[src/rtl/bgd_pkg.sv]
// shared types and constants for the button gesture detector
// no dependencies; imported by every module of the block
package bgd_pkg;

    localparam int unsigned TicksW = 16;
    localparam int unsigned PinW   = 5;
    localparam int unsigned CfgIdxW  = 2;
    localparam int unsigned CfgDataW = 16;
    localparam int unsigned InDataW  = 8;
    localparam int unsigned OutDataW = 8;

    localparam logic [CfgIdxW-1:0] CFG_LONG_PRESS   = 2'd0;
    localparam logic [CfgIdxW-1:0] CFG_CLICK_WINDOW = 2'd1;
    localparam logic [CfgIdxW-1:0] CFG_WATCHED_PIN  = 2'd2;

    localparam logic [TicksW-1:0] LONG_PRESS_RESET   = 16'd1000;
    localparam logic [TicksW-1:0] CLICK_WINDOW_RESET = 16'd300;
    localparam logic [PinW-1:0]   WATCHED_PIN_RESET  = 5'd0;

    typedef enum logic [1:0] {
        CMD_TICK    = 2'd0,
        CMD_PRESS   = 2'd1,
        CMD_RELEASE = 2'd2
    } t_cmd;

    typedef enum logic [1:0] {
        EV_NONE   = 2'd0,
        EV_SINGLE = 2'd1,
        EV_DOUBLE = 2'd2,
        EV_LONG   = 2'd3
    } t_event;

    typedef enum logic [2:0] {
        PH_IDLE   = 3'd0,
        PH_PRESS1 = 3'd1,
        PH_WAIT   = 3'd2,
        PH_PRESS2 = 3'd3,
        PH_HELD   = 3'd4
    } t_phase;

    typedef struct packed {
        logic [TicksW-1:0] long_press_ticks;
        logic [TicksW-1:0] click_window_ticks;
        logic [PinW-1:0]   watched_pin;
    } t_cfg;

endpackage

[src/rtl/button_gesture_detector.sv]
// top level of the button gesture detector: stream ports, input and result registers
// depends on bgd_pkg, bgd_cfg_regs, bgd_fsm
//
// One item (tick, press or release) is accepted per clock cycle while the output is not
// stalled, and gives exactly one result item carrying the gesture event. An accepted
// item passes the input register and then the result register, which presents it until
// it is taken. An item is captured in the input register, the phase machine and its
// 16-bit countdown are updated by one short step of logic, and the event lands in the
// result register. While a result waits, the input register can still take one more
// item and then the input stalls until the result is taken. Limit registers take
// effect at the next load of the countdown; a limit of zero behaves as one tick.
module button_gesture_detector (
    input  logic                         i_clk,
    input  logic                         i_rst_n,
    // fields from bit 0: command[1:0], pin_number[6:2], zero fill
    input  logic [bgd_pkg::InDataW-1:0]  s_axis_tdata,
    input  logic                         s_axis_tvalid,
    output logic                         s_axis_tready,
    // fields from bit 0: gesture_event[1:0], zero fill
    output logic [bgd_pkg::OutDataW-1:0] m_axis_tdata,
    output logic                         m_axis_tvalid,
    input  logic                         m_axis_tready,
    input  logic                         i_cfg_we,
    input  logic [bgd_pkg::CfgIdxW-1:0]  i_cfg_idx,
    input  logic [bgd_pkg::CfgDataW-1:0] i_cfg_data
);
    import bgd_pkg::*;

    t_cfg             w_cfg;
    logic             r_in_valid;
    t_cmd             r_cmd;
    logic [PinW-1:0]  r_pin;
    logic             r_out_valid;
    t_event           r_event;
    t_event           w_event;
    logic             w_out_load;
    logic             w_step;

    bgd_cfg_regs u_cfg (
        .i_clk      (i_clk),
        .i_rst_n    (i_rst_n),
        .i_cfg_we   (i_cfg_we),
        .i_cfg_idx  (i_cfg_idx),
        .i_cfg_data (i_cfg_data),
        .o_cfg      (w_cfg)
    );

    bgd_fsm u_fsm (
        .i_clk   (i_clk),
        .i_rst_n (i_rst_n),
        .i_step  (w_step),
        .i_cmd   (r_cmd),
        .i_pin   (r_pin),
        .i_cfg   (w_cfg),
        .o_event (w_event)
    );

    // result register can take a new item when empty or being drained
    assign w_out_load    = !r_out_valid || m_axis_tready;
    assign w_step        = r_in_valid && w_out_load;
    assign s_axis_tready = !r_in_valid || w_out_load;

    always_ff @(posedge i_clk) begin
        if (!i_rst_n) begin
            r_in_valid  <= 1'b0;
            r_out_valid <= 1'b0;
        end else begin
            if (s_axis_tready) begin
                r_in_valid <= s_axis_tvalid;
            end
            if (w_out_load) begin
                r_out_valid <= r_in_valid;
            end
        end
    end

    always_ff @(posedge i_clk) begin
        if (s_axis_tvalid && s_axis_tready) begin
            r_cmd <= t_cmd'(s_axis_tdata[1:0]);
            r_pin <= s_axis_tdata[PinW+1:2];
        end
        if (w_step) begin
            r_event <= w_event;
        end
    end

    assign m_axis_tvalid = r_out_valid;
    assign m_axis_tdata  = {(OutDataW-2)'(0), r_event};

endmodule

[src/rtl/bgd_cfg_regs.sv]
// configuration registers of the gesture detector
// depends on bgd_pkg
module bgd_cfg_regs (
    input  logic                         i_clk,
    input  logic                         i_rst_n,
    input  logic                         i_cfg_we,
    input  logic [bgd_pkg::CfgIdxW-1:0]  i_cfg_idx,
    input  logic [bgd_pkg::CfgDataW-1:0] i_cfg_data,
    output bgd_pkg::t_cfg                o_cfg
);
    import bgd_pkg::*;

    t_cfg r_cfg;

    always_ff @(posedge i_clk) begin
        if (!i_rst_n) begin
            r_cfg.long_press_ticks   <= LONG_PRESS_RESET;
            r_cfg.click_window_ticks <= CLICK_WINDOW_RESET;
            r_cfg.watched_pin        <= WATCHED_PIN_RESET;
        end else if (i_cfg_we) begin
            unique case (i_cfg_idx)
                CFG_LONG_PRESS:   r_cfg.long_press_ticks   <= i_cfg_data[TicksW-1:0];
                CFG_CLICK_WINDOW: r_cfg.click_window_ticks <= i_cfg_data[TicksW-1:0];
                CFG_WATCHED_PIN:  r_cfg.watched_pin        <= i_cfg_data[PinW-1:0];
                default: ;
            endcase
        end
    end

    assign o_cfg = r_cfg;

endmodule

[src/rtl/bgd_fsm.sv]
// gesture phase machine and countdown; updates once per processed item
// depends on bgd_pkg
module bgd_fsm (
    input  logic                      i_clk,
    input  logic                      i_rst_n,
    input  logic                      i_step,
    input  bgd_pkg::t_cmd             i_cmd,
    input  logic [bgd_pkg::PinW-1:0]  i_pin,
    input  bgd_pkg::t_cfg             i_cfg,
    output bgd_pkg::t_event           o_event
);
    import bgd_pkg::*;

    t_phase            r_phase, n_phase;
    logic [TicksW-1:0] r_ticks, n_ticks;
    logic [TicksW-1:0] w_tick_dec;
    logic [TicksW-1:0] w_long_load, w_window_load;
    logic              w_pin_hit;
    t_event            w_event;

    // a limit of zero loads as one
    assign w_long_load   = (i_cfg.long_press_ticks == '0)
                         ? TicksW'(1) : i_cfg.long_press_ticks;
    assign w_window_load = (i_cfg.click_window_ticks == '0)
                         ? TicksW'(1) : i_cfg.click_window_ticks;
    assign w_tick_dec    = r_ticks - TicksW'(1);
    assign w_pin_hit     = (i_pin == i_cfg.watched_pin);

    always_ff @(posedge i_clk) begin
        if (!i_rst_n) begin
            r_phase <= PH_IDLE;
            r_ticks <= '0;
        end else if (i_step) begin
            r_phase <= n_phase;
            r_ticks <= n_ticks;
        end
    end

    always_comb begin
        n_phase = r_phase;
        n_ticks = r_ticks;
        w_event = EV_NONE;
        unique case (i_cmd)
            CMD_TICK: begin
                if (r_ticks != '0) begin
                    n_ticks = w_tick_dec;
                    if (w_tick_dec == '0) begin
                        // countdown expired
                        unique case (r_phase)
                            PH_PRESS1, PH_PRESS2: begin
                                n_phase = PH_HELD;
                                w_event = EV_LONG;
                            end
                            PH_WAIT: begin
                                n_phase = PH_IDLE;
                                w_event = EV_SINGLE;
                            end
                            default: ;
                        endcase
                    end
                end
            end
            CMD_PRESS: begin
                if (w_pin_hit) begin
                    unique case (r_phase)
                        PH_IDLE: begin
                            n_phase = PH_PRESS1;
                            n_ticks = w_long_load;
                        end
                        PH_WAIT: begin
                            n_phase = PH_PRESS2;
                            n_ticks = w_long_load;
                        end
                        default: ;
                    endcase
                end
            end
            CMD_RELEASE: begin
                if (w_pin_hit) begin
                    unique case (r_phase)
                        PH_PRESS1: begin
                            n_phase = PH_WAIT;
                            n_ticks = w_window_load;
                        end
                        PH_PRESS2: begin
                            n_phase = PH_IDLE;
                            n_ticks = '0;
                            w_event = EV_DOUBLE;
                        end
                        PH_HELD: begin
                            n_phase = PH_IDLE;
                            n_ticks = '0;
                        end
                        default: ;
                    endcase
                end
            end
            default: ;
        endcase
    end

    assign o_event = w_event;

    // the countdown runs exactly while a press or the click window is open
    a_idle_stopped: assert property (@(posedge i_clk) disable iff (!i_rst_n)
        (r_phase == PH_IDLE || r_phase == PH_HELD) |-> (r_ticks == '0))
        else $error("countdown running in idle or held phase");

    a_active_running: assert property (@(posedge i_clk) disable iff (!i_rst_n)
        (r_phase == PH_PRESS1 || r_phase == PH_PRESS2 || r_phase == PH_WAIT)
        |-> (r_ticks != '0))
        else $error("countdown stopped while a gesture is open");

    a_long_to_held: assert property (@(posedge i_clk) disable iff (!i_rst_n)
        (i_step && o_event == EV_LONG) |=> (r_phase == PH_HELD))
        else $error("long press reported without entering held phase");

    a_double_to_idle: assert property (@(posedge i_clk) disable iff (!i_rst_n)
        (i_step && (o_event == EV_DOUBLE || o_event == EV_SINGLE))
        |=> (r_phase == PH_IDLE && r_ticks == '0))
        else $error("click reported without returning to idle");

endmodule

[config.mk]
export PLATFORM = sky130hd
export DESIGN_NAME = button_gesture_detector
export DESIGN_NICKNAME = d
export VERILOG_FILES = /design/src/rtl/bgd_pkg.sv /design/src/rtl/button_gesture_detector.sv /design/src/rtl/bgd_cfg_regs.sv /design/src/rtl/bgd_fsm.sv
export SDC_FILE = /design/constraint.sdc
export NUM_CORES = 1
export LEC_CHECK = 0
export ABC_CLOCK_PERIOD_IN_PS = 3300
export BUFFER_PORTS_ARGS = -buffer_cell sky130_fd_sc_hd__buf_2
export CAP_MARGIN = 20
export CORE_UTILIZATION = 49
export DETAILED_ROUTE_END_ITERATION = 12
export PLACE_DENSITY = 0.77
export SYNTH_ARGS = -nofsm -noshare
export SYNTH_HDL_FRONTEND = slang
export SYNTH_SLANG_ARGS = --single-unit
[constraint.sdc]
create_clock -name i_clk -period 3.3 [get_ports i_clk]
set_input_delay 0.165 -clock i_clk [delete_from_list [all_inputs] [get_ports i_clk]]
set_output_delay 0.165 -clock i_clk [all_outputs]
set_load 0.02 [all_outputs]
== Word-level counts from Yosys, hierarchy flattened ==
Index checks and enable logic that the tools add are counted.
Widths: inputs -> output; s select.

* $add $sub $neg: 1
* Multiplexer cells: 22
* Reduce and logical (&&, ||, !) cells: 22
* Equal/unequal tests: 17

{| class="wikitable"
|+ Operators by type and width
! operator !! number
|-
| $mux 16 || 6
|-
| $logic_not 16->1 || 3
|-
| $pmux 16 s3 || 1
|-
| $pmux 16 s2 || 1
|-
| $pmux 3 s2 || 3
|-
| $reduce_bool 16->1 || 1
|-
| $sub 16x1->16 const B || 1
|-
| $mux 3 || 4
|-
| $pmux 3 s3 || 1
|-
| $reduce_and 9->1 || 1
|-
| $mux 2 || 4
|-
| $ne 2x1->1 const B || 4
|-
| $pmux 2 s2 || 2
|-
| $reduce_and 7->1 || 1
|-
| $eq 3x2->1 const B || 2
|-
| $ne 3x1->1 const B || 2
|-
| $reduce_and 2->1 || 3
|-
| $reduce_or 2->1 || 3
|-
| $eq 5x5->1 || 1
|-
| $eq 2x1->1 const B || 2
|-
| $eq 2x2->1 const B || 2
|-
| $logic_not 2->1 || 2
|-
| $eq 3x1->1 const B || 1
|-
| $eq 3x3->1 const B || 1
|-
| other kinds (7) || 10
|}

* Input bits: 31
* Logic and storage cells: 72
* Output and inout port bits: 10
* Register bits: 67

== Depth between registers and ports, before layout ==
Gate-level depths: netlist of run 1.

* Depth after elaboration: 6
* Depth in mapped cells: 12
* Mapped depth without buffers: 9

== Cells and area by module ==
From an unflattened synthesis of run 1, not the netlist that was laid out.

* Cells, all modules: 407
* Area total of the unflattened synthesis: 3696.0 um^2

{| class="wikitable"
|+ By module, submodules not included
! module !! seq. area each (um^2) !! cells each !! times used !! area an instance (um^2)
|-
| bgd_fsm || 380.4 || 236 || 1 || 1806.7
|-
| bgd_cfg_regs || 740.7 || 146 || 1 || 1466.4
|-
| button_gesture_detector || 310.3 || 25 || 1 || 422.9
|}

== Worst setup path before layout of run 1 ==
No wires, ideal clock.

* Path type: register to register
* Start: reg u_fsm.r_ticks[0]
* End: reg u_fsm.r_phase[1]
* Library setup time: 0.070 ns
* Stages on the path, launching flop included: 11
* Clock period less this slack: 2.804 ns
* Slack: 0.496 ns
* Required time: 3.230 ns
* Arrival: 2.733 ns
* Buffers on the path: 1
* Cells stage by stage: dfxtp_1 -> inv_1 -> ha_1 -> or4b_2 -> clkbuf_1 -> xor2_1 -> nand3b_1 -> a2111oi_2 -> a31oi_2 -> or4_1 -> a21oi_1

* Word-level cells in the longest chain between the ends: 4
* Elaborated cells on any way between the ends: 6
* Classes of those cells: 1 x add/sub; 2 x eq/ne; 3 x reduce/logical

{| class="wikitable"
|+ Ends and longest elaborated chain
! what !! line !! source
|-
| start: declaration || bgd_fsm.sv:15 || <nowiki>logic [TicksW-1:0] r_ticks, n_ticks;</nowiki>
|-
| start signal: assignment || bgd_fsm.sv:35 || <nowiki>r_ticks <= n_ticks;</nowiki>
|-
| $sub 16x1->16 || bgd_fsm.sv:26 || <nowiki>assign w_tick_dec = r_ticks - TicksW'(1);</nowiki>
|-
| $logic_not 16->1 || bgd_fsm.sv:47 || <nowiki>if (w_tick_dec == '0) begin</nowiki>
|-
| $ne 2x1->1 (no source line) || n/a ||
|-
| $reduce_and 9->1 (no source line) * || n/a ||
|-
| end signal: assignment || bgd_fsm.sv:34 || <nowiki>r_phase <= n_phase;</nowiki>
|-
| end: declaration || bgd_fsm.sv:14 || <nowiki>t_phase r_phase, n_phase;</nowiki>
|}

Mark *: on every way between the ends. The rest lies on a longest branch, timed or not.
A chain may end at the register's enable or synchronous reset.

== Worst setup path after layout of run 1 ==
Ends and elaborated chain as after synthesis.

==> impl_summary.log, run 1 <==
INFO  metric run_status = complete, no violations
INFO  metric worst-endpoint-required = 3590 ps
INFO  metric clock_path_buffers = 2
INFO  metric synth_top_flop_cell = sky130_fd_sc_hd__dfxtp_1
INFO  metric syn_area_per_cell = ~8.2 um^2
INFO  metric number_of_enable_type_register_cells_in_the_synthesized_netlist = 9
INFO  metric ys_ff_latch = 67
INFO  metric ctsHtreeMaxLevel = 3
INFO  metric cts.repair_timing.setup_buffer_count = 0
INFO  metric max_slew.worst_pin.slew = 615 ps
INFO  metric insertedDiodeCount = 0
INFO  metric area_growth = 14.3%
INFO  metric nNetsFinal = around 500
INFO  metric synth.yosys.warnings = 0
INFO  metric timing.critical_path.arrival = ~3300 ps
INFO  metric maxCapViolCount = 0
INFO  metric final.setup_skew = 9.99 ps
INFO  metric report.power.total = about 2000 uW
INFO  metric clock_latency_on_the_worst_skew_pair = about 360 ps
INFO  metric crit_family = simple AND/OR/NAND/NOR gates
INFO  metric fp-row-count = 30
INFO  metric ys_async_sr_fraction = 0%
INFO  metric die-height = approximately 87 um
INFO  metric final.min_clock_period = around 3000 ps
INFO  metric route.vias.total = 3282
INFO  metric final_layout_size_suffix_gt1_share = around 17%
INFO  metric hold-path-cell-count = 3
INFO  metric firstDrtPassIters = 5
INFO  metric final_cell_count_no_fill = 560
INFO  metric grt_overflow = 0
INFO  metric hold_viol_final = 0
INFO  metric wirelength = between 8000 and 9000 um
INFO  metric timing.final.max_slew_violations = 0
INFO  metric clk_transition_reported_paths = ~80 ps
INFO  metric crit_path_capture_type = flip-flop
INFO  metric critPathMaxStageDelay = 670 ps
INFO  metric vias_per_inst = 5.86
INFO  metric crit_chain = inv_1, ha_1, or4b_2, xor2_1, nand3b_1, a2111oi_2, a31oi_2, or4_1, a21oi_1
INFO  metric tritoncts = built
INFO  metric setup_tns = 0 ps
INFO  metric critical_path.n_buffers_inverters = 1
INFO  metric netlist.top_cell.by_area = sky130_fd_sc_hd__dfxtp_1
INFO  metric most_frequent_cells_in_the_layout = sky130_fd_sc_hd__nand2_1, sky130_fd_sc_hd__dfxtp_1, sky130_fd_sc_hd__a21oi_1
INFO  metric setup.reg_to_reg.worst_slack = 250 ps
INFO  metric core_region_area = 0.00687 mm^2
INFO  metric worst_ir_drop_vdd = 0.414 mV
INFO  metric grt_max_degree = 45
INFO  metric place_hpwl = 5860 um
INFO  metric ant_nets = 0
INFO  metric io_buffer_count = 33
INFO  metric setup-violations-final = 0
INFO  metric ff2ff_path_depth = 9
INFO  metric rsz0062_at_grt = false
INFO  metric worst_setup_path_start_kind = flip-flop
INFO  metric timing.hold.worst.class = primary input to flip-flop
INFO  metric slew-limit-headroom = 58.9%
INFO  metric post_synth_num_cell_types = 65
INFO  metric cts.repair.resized = 0
INFO  metric grt_first_pass_wirelength = 14300 um
INFO  metric drc = 0
INFO  metric hold_slack = about 35 ps
INFO  metric start_util = 51.1%
INFO  metric achievable-frequency = approximately 330 MHz
INFO  metric period_utilization_post_route = about 92%
INFO  metric grt.total_usage = 24.8%
INFO  metric die_width = ~87 um
INFO  metric cp_num_cells = 9
INFO  metric gp_routability_congestion = 0.951
INFO  metric leakagePower = 0.00158 uW
INFO  metric dp_cells = 536
INFO  metric cts_num_sinks = 67
INFO  metric vias_in_the_first_global_route = 3000
INFO  metric dieArea = 0.00750 mm^2
INFO  metric antenna_violations_before_repair = 0
INFO  metric mostFrequentLayoutCell = sky130_fd_sc_hd__nand2_1
INFO  metric crit_path_max_fanout = 6
INFO  metric worstSetupPathType = flip-flop to flip-flop
INFO  metric detail_route.iter0.violations = 351
INFO  metric synth.top_cells.by_area = sky130_fd_sc_hd__dfxtp_1, sky130_fd_sc_hd__nand2_1, sky130_fd_sc_hd__edfxtp_1
INFO  metric cts_root_cell = sky130_fd_sc_hd__clkbuf_8
INFO  metric power_density = 504 mW/mm^2
INFO  metric synth_top_area_share = about 33%
INFO  metric synth_seq_area_share = approximately two fifths
INFO  metric tritoncts_buffer_count = 9
INFO  metric design.portCount = 41
INFO  metric drt-wirelength-per-cell = about 15 um
INFO  metric fillers = 592
INFO  metric post_synth_instance_area = 0.00351 mm^2
INFO  metric post_synth_inst_count = roughly 430
INFO  metric cpMaxStageDelayCell = sky130_fd_sc_hd__or4b_2
[state kept, by name (all words and copies together), names as in the netlist]
| signal | cells |
|---|---|
| r_in_valid | 1 |
| u_fsm.r_ticks | 16 |
| m_axis_tvalid | 1 |
| r_pin | 5 |
| u_cfg.o_cfg | 37 |
| u_fsm.r_phase | 3 |
| r_cmd | 2 |
| r_event | 2 |
[repair_timing]
action                                  4_1_cts  5_1_grt
endpoints found under the setup margin        0        0
hold buffers                                  7        0
endpoints found under the hold margin         7        0
[worst paths after layout]
path,from,endpoint
setup / recovery,u_fsm.r_ticks[0],u_fsm.r_phase[1]
hold / removal,i_cfg_data[9],u_cfg.o_cfg[30]
setup reg to reg,u_fsm.r_ticks[0],u_fsm.r_phase[1]
hold reg to reg,u_cfg.o_cfg[14],u_cfg.o_cfg[14]
[report_power, final]
part           switching [uW]  leakage (uW)  internal, uW
registers                36.8      0.000560           861
logic                     213      0.000909           138
clock network             343      0.000110           430
[routing by layer]
metal | routed length, um | part of all wire [%] | global-route usage, %
met3 | 531 | 6.1 | 5.52
met2 | 4100 | 47 | 40.2
met4 | 258 | 3.0 | 12.1
met1 | 3780 | 44 | 31.3
met5 | 0 | 0 | 0
[worst register-to-register path: cells and delay by family, from the launching register on]
| kind | cells | cell delay (ps) |
|---|---|---|
| buffers and inverters | 1 | 100 |
| xor gates and xnor gates | 1 | 170 |
| adders and majority gates | 1 | 170 |
| and+or+nand+nor | 3 | 1320 |
| AOI/OAI and AO/OA | 3 | 860 |
| DFF | 1 | 370 |
[layout make-up]
class	count	area, um^2	share of cell area [%]
clock buffer	9	124	3.09
multi-input combinational	324	1900	47.4
clock inverter	7	98.8	2.46
inverter	8	30.0	0.749
sequential	67	1430	35.7
tap	96	120	3.00
timing repair buffer	49	307	7.64
[synthesized netlist by cell type (3+ instances only)]
library cell / instances
sky130_fd_sc_hd__nor2b_1: 6
sky130_fd_sc_hd__nor3_1: 12
sky130_fd_sc_hd__a31o_2: 3
sky130_fd_sc_hd__inv_1: 6
sky130_fd_sc_hd__buf_4: 7
sky130_fd_sc_hd__o21a_1: 4
sky130_fd_sc_hd__nor3b_1: 3
sky130_fd_sc_hd__o211ai_1: 5
sky130_fd_sc_hd__nand3b_1: 5
sky130_fd_sc_hd__dfxtp_1: 58
sky130_fd_sc_hd__o31ai_1: 3
sky130_fd_sc_hd__nand2_1: 84
sky130_fd_sc_hd__edfxtp_1: 9
sky130_fd_sc_hd__a21oi_1: 44
sky130_fd_sc_hd__a22oi_1: 3
sky130_fd_sc_hd__a21o_1: 3
sky130_fd_sc_hd__a31oi_1: 3
sky130_fd_sc_hd__a22o_1: 7
sky130_fd_sc_hd__nor4_1: 13
sky130_fd_sc_hd__mux2i_1: 6
sky130_fd_sc_hd__xnor2_1: 7
sky130_fd_sc_hd__o21ai_0: 12
sky130_fd_sc_hd__nand3_1: 18
sky130_fd_sc_hd__nor2_1: 26
sky130_fd_sc_hd__clkbuf_1: 22
sky130_fd_sc_hd__ha_1: 6
sky130_fd_sc_hd__a221oi_1: 4
[through the flow]
step	setup slack, ps	cell area (um^2)	utilization (%)
finish	252	4010	58.4
global route	98.5	4010	58.4
CTS	284	4000	58.2
detailed placement	292	3710	54.0
global placement	425	3710	54.0
floorplan	496	3530	-
[cells by family after synthesis]
kind of cell | after synthesis | synth area share (%)
compound gates | 109 | 20.8
xor+xnor | 8 | 2.00
fa+ha+maj | 6 | 2.14
buf+inv | 42 | 5.74
flops | 67 | 40.8
mux | 6 | 1.71
other cells | 1 | 0.107
simple gates | 189 | 26.7
No activity file was read; power rests on OpenSTA's default activity.
==> run 2, diff against run 1 <==
--- a/config.mk
+++ b/config.mk
@@ -13,4 +13,5 @@
 export PLACE_DENSITY = 0.77
 export SYNTH_ARGS = -nofsm -noshare
 export SYNTH_HDL_FRONTEND = slang
+export SYNTH_HIERARCHICAL = 1
 export SYNTH_SLANG_ARGS = --single-unit
==> impl_summary.log, run 2 <==
INFO  metric most_frequent_cells_in_the_layout = sky130_fd_sc_hd__dfxtp_1, sky130_fd_sc_hd__nand2_1, sky130_fd_sc_hd__mux2i_1 (was sky130_fd_sc_hd__nand2_1, sky130_fd_sc_hd__dfxtp_1, sky130_fd_sc_hd__a21oi_1)
INFO  metric die_width = 88.9 um (was 86.6 um)
INFO  metric achievable-frequency = 348 MHz (was 328 MHz)
INFO  metric firstDrtPassIters = 5 (unchanged)
INFO  metric power.sequential.fraction = 46.0% (was 44.4%)
INFO  metric cts.repair_timing.setup_buffer_count = 0 (unchanged)
INFO  metric timing.final.max_slew_violations = 0 (unchanged)
INFO  metric dieArea = 0.00789 mm^2 (was 0.00750 mm^2)
INFO  metric drc = 0 (unchanged)
INFO  metric place_hpwl = 5950 um (was 5860 um)
INFO  metric worst_setup_path_start_kind = flip-flop (unchanged)
INFO  metric die-height = 88.9 um (was 86.6 um)
INFO  metric area_growth = 11.9% (was 14.3%)
INFO  metric ctsHtreeMaxLevel = 3 (unchanged)
INFO  metric swShare = 27.4% (was 29.3%)
INFO  metric vias_per_inst = 5.86 (about the same)
INFO  metric wirelength = 8460 um (was 8680 um)
INFO  metric detail_route.iter0.violations = 254 (was 351)
INFO  metric routed-wl-met3 = 459 um (was 531 um)
INFO  metric crit_path_max_fanout = 8 (was 6)
INFO  metric route.vias.total = 3157 (was 3282)
INFO  metric fp-row-count = 31 (was 30)
INFO  metric hold_viol_final = 0 (unchanged)
INFO  metric setup_tns = 0 ps (unchanged)
INFO  metric synth.top_cells.by_area = sky130_fd_sc_hd__dfxtp_1, sky130_fd_sc_hd__mux2i_1, sky130_fd_sc_hd__edfxtp_1 (was sky130_fd_sc_hd__dfxtp_1, sky130_fd_sc_hd__nand2_1, sky130_fd_sc_hd__edfxtp_1)
INFO  metric post_synth_inst_count = 407 (was 428)
INFO  metric run_status = complete, no violations (unchanged)
INFO  metric grt_first_pass_wirelength = 13600 um (was 14300 um)
INFO  metric report.power.total = 1910 uW (was 2020 uW)
INFO  metric timing.hold.worst.class = primary input to flip-flop (unchanged)
INFO  metric worst_r2r_startpoint = u_fsm/r_ticks[0] (was u_fsm.r_ticks[0])
INFO  metric netlist.top_cell.by_area = sky130_fd_sc_hd__dfxtp_1 (unchanged)
INFO  metric period_utilization_post_route = 87.1% (was 92.4%)
INFO  metric synth_top_area_share = 31.4% (was 33.1%)
INFO  metric power.internal = 1390 uW (was 1430 uW)
INFO  metric design.portCount = 41 (unchanged)
INFO  metric vias_in_the_first_global_route = 2858 (was 3000)
INFO  metric worst_ir_drop_vdd = 0.304 mV (was 0.414 mV)
INFO  metric setup-violations-final = 0 (unchanged)
INFO  metric ys_async_sr_fraction = 0% (unchanged)
INFO  metric route.top_layer_used = met4 (unchanged)
INFO  metric nNetsFinal = 472 (was 496)
INFO  metric synth_common_cells = sky130_fd_sc_hd__dfxtp_1, sky130_fd_sc_hd__nand2_1, sky130_fd_sc_hd__mux2i_1 (was sky130_fd_sc_hd__nand2_1, sky130_fd_sc_hd__dfxtp_1, sky130_fd_sc_hd__a21oi_1)
INFO  metric slew-limit-headroom = 55.0% (was 58.9%)
INFO  metric cts_root_cell = sky130_fd_sc_hd__clkbuf_8 (unchanged)
INFO  metric clk_transition_reported_paths = 80 ps (about the same)
INFO  metric tritoncts_buffer_count = 9 (unchanged)
INFO  metric max_slew.worst_pin.slew = 676 ps (was 615 ps)
INFO  metric io_buffer_count = 33 (unchanged)
INFO  metric clock_path_buffers = 2 (unchanged)
INFO  metric antenna_violations_before_repair = 0 (unchanged)
INFO  metric crit_path_capture_type = flip-flop (unchanged)
INFO  metric power_density = 463 mW/mm^2 (was 504 mW/mm^2)
INFO  metric routedLengthMet1 = 3770 um (was 3780 um)
INFO  metric setup.reg_to_reg.worst_slack = 430 ps (was 250 ps)
INFO  metric start_util = 51.0% (was 51.1%)
INFO  metric grt_overflow = 0 (unchanged)
INFO  metric ys_ff_latch = 67 (unchanged)
INFO  metric power.share.combinational = 13.7% (was 17.3%)
INFO  metric clock_latency_on_the_worst_skew_pair = 350 ps (was 360 ps)
INFO  metric power.share.clock = 40.2% (was 38.3%)
INFO  metric hold_end = r_in_valid (was u_cfg.o_cfg[30])
INFO  metric worstReg2RegEnd = u_fsm/r_phase[2] (was u_fsm.r_phase[1])
INFO  metric insertedDiodeCount = 0 (unchanged)
INFO  metric synth.yosys.warnings = 6 (was 0)
INFO  metric net-switching-power = 525 uW (was 593 uW)
INFO  metric worstSetupPathType = flip-flop to flip-flop (unchanged)
INFO  metric dr_wl_met2 = 4050 um (was 4100 um)
INFO  metric leakagePower = 0.00165 uW (was 0.00158 uW)
INFO  metric post_synth_num_cell_types = 64 (was 65)
INFO  metric number_of_enable_type_register_cells_in_the_synthesized_netlist = 9 (unchanged)
INFO  metric ff2ff_path_depth = 8 (was 9)
INFO  metric core_region_area = 0.00725 mm^2 (was 0.00687 mm^2)
INFO  metric final.setup_skew = 10.4 ps (was 9.99 ps)
INFO  metric final.min_clock_period = 2870 ps (was 3050 ps)
INFO  metric grt_max_degree = 37 (was 45)
INFO  metric min-delay-start = s_axis_tvalid (was i_cfg_data[9])
INFO  metric timing.critical_path.arrival = 3140 ps (was 3340 ps)
INFO  metric hold-path-cell-count = 3 (unchanged)
INFO  metric cts_num_sinks = 67 (unchanged)
INFO  metric worst-endpoint-required = 3560 ps (was 3590 ps)
INFO  metric synth_seq_area_share = 38.7% (was 40.8%)
INFO  metric drt-wirelength-per-cell = 15.7 um (was 15.5 um)
INFO  metric tritoncts = built (unchanged)
INFO  metric post_synth_instance_area = 0.00370 mm^2 (was 0.00351 mm^2)
INFO  metric syn_area_per_cell = 9.08 um^2 (was 8.20 um^2)
INFO  metric number_of_flip_flops_in_the_largest_register = 37 (unchanged)
INFO  metric gp_routability_congestion = 0.863 (was 0.951)
INFO  metric maxCapViolCount = 0 (unchanged)
INFO  metric rsz0062_at_grt = false (unchanged)
INFO  metric synth_top_flop_cell = sky130_fd_sc_hd__dfxtp_1 (unchanged)
INFO  metric grt.total_usage = 22.8% (was 24.8%)
INFO  metric final_layout_size_suffix_gt1_share = 15.9% (was 16.6%)
INFO  metric ant_nets = 0 (unchanged)
## run 2: cell types whose count changed in the layout (fill, tap and decap cells not counted), sizes merged, moves of 7 or more
cell	before	now
inv	8	18
nor2	28	15
nand3	19	5
nor2b	6	13
nand2	84	58
a21oi	44	23
mux2i	6	34
## run 2: how the worst max path moves through the flow
stage | startpoint | end | slack, ps | cells past startpoint
after floorplan | u_fsm/r_ticks[0] | u_fsm/r_phase[2] | 960 | 8
after global placement | u_fsm/r_ticks[0] | u_fsm/r_phase[2] | 640 | 8
after detailed placement | u_fsm/r_ticks[0] | u_fsm/r_phase[2] | 490 | 8
after CTS | u_fsm/r_ticks[0] | u_fsm/r_phase[2] | 460 | 8
after global routing | r_cmd[1] | u_fsm/r_ticks[1] | 280 | 8
final | u_fsm/r_ticks[0] | u_fsm/r_phase[2] | 430 | 8
## run 2: area by class of cell
cell class                 instances  area, um^2
sequential                        67        1430
inverter                          16        60.1
tap                               99         124
fill                             643        3120
timing repair buffer              44         265
clock buffer                       9         124
multi-input combinational        297        2030
clock inverter                     7        98.8
## run 2: power by group through the flow
stage	Clock, uW	Sequential, uW	Combinational [uW]
4_1_cts	778	881	259
2_1_floorplan	0	892	197
3_5_place_dp	0	900	251
6_report	770	881	263
3_3_place_gp	0	898	245
5_1_grt	809	884	289
## run 2: cells by family (layout without fill, tap and decap cells)
kind of cell               count (synthesis)  in the layout  synth area share [%]
AOI/OAI and AO/OA                         91             91                  17.6
xor gates and xnor gates                   7              7                  1.66
adders and majority gates                  6              6                  2.03
buffers and inverters                     48             76                  6.74
DFF                                       67             67                  38.7
muxes                                     34             34                  9.21
other                                      1              6                 0.101
and+or+nand+nor                          153            153                  24.0
## run 2: repair_timing
| action | CTS | global route |
|---|---|---|
| hold endpoints to repair | 7 | 0 |
| gates resized for setup | 0 | 0 |
| hold buffers | 7 | 0 |
## run 2: routing by layer
metal,vias up,track usage [%]
met5,-,0
met4,0,11.6
met3,15,3.73
met2,123,36.4
met1,1492,29.7
li1,1527,-
## run 2: stage by stage
| stage | hold WS [ps] | setup slack (ps) | area, um^2 | std cells | utilization [%] |
|---|---|---|---|---|---|
| 5_1_grt | 78.8 | 278 | 4140 | 539 | 57.0 |
| 3_5_place_dp | 343 | 490 | 3840 | 516 | 53.0 |
| 4_1_cts | 50.3 | 461 | 4140 | 539 | 57.0 |
| 6_report | 62.6 | 426 | 4140 | 539 | 57.0 |
| 3_3_place_gp | 343 | 637 | 3840 | 516 | 53.0 |
| 2_1_floorplan | 264 | 959 | 3710 | 412 | - |
## run 2: worst max-delay path, stage by stage, from the launching register on
cell	delay (ps)
sky130_fd_sc_hd__dfxtp_1	410
sky130_fd_sc_hd__inv_1	160
sky130_fd_sc_hd__ha_1	310
sky130_fd_sc_hd__nor3b_2	580
sky130_fd_sc_hd__nand4_1	200
sky130_fd_sc_hd__xnor2_1	270
sky130_fd_sc_hd__o41ai_4	450
sky130_fd_sc_hd__a31oi_1	140
sky130_fd_sc_hd__a311oi_1	270
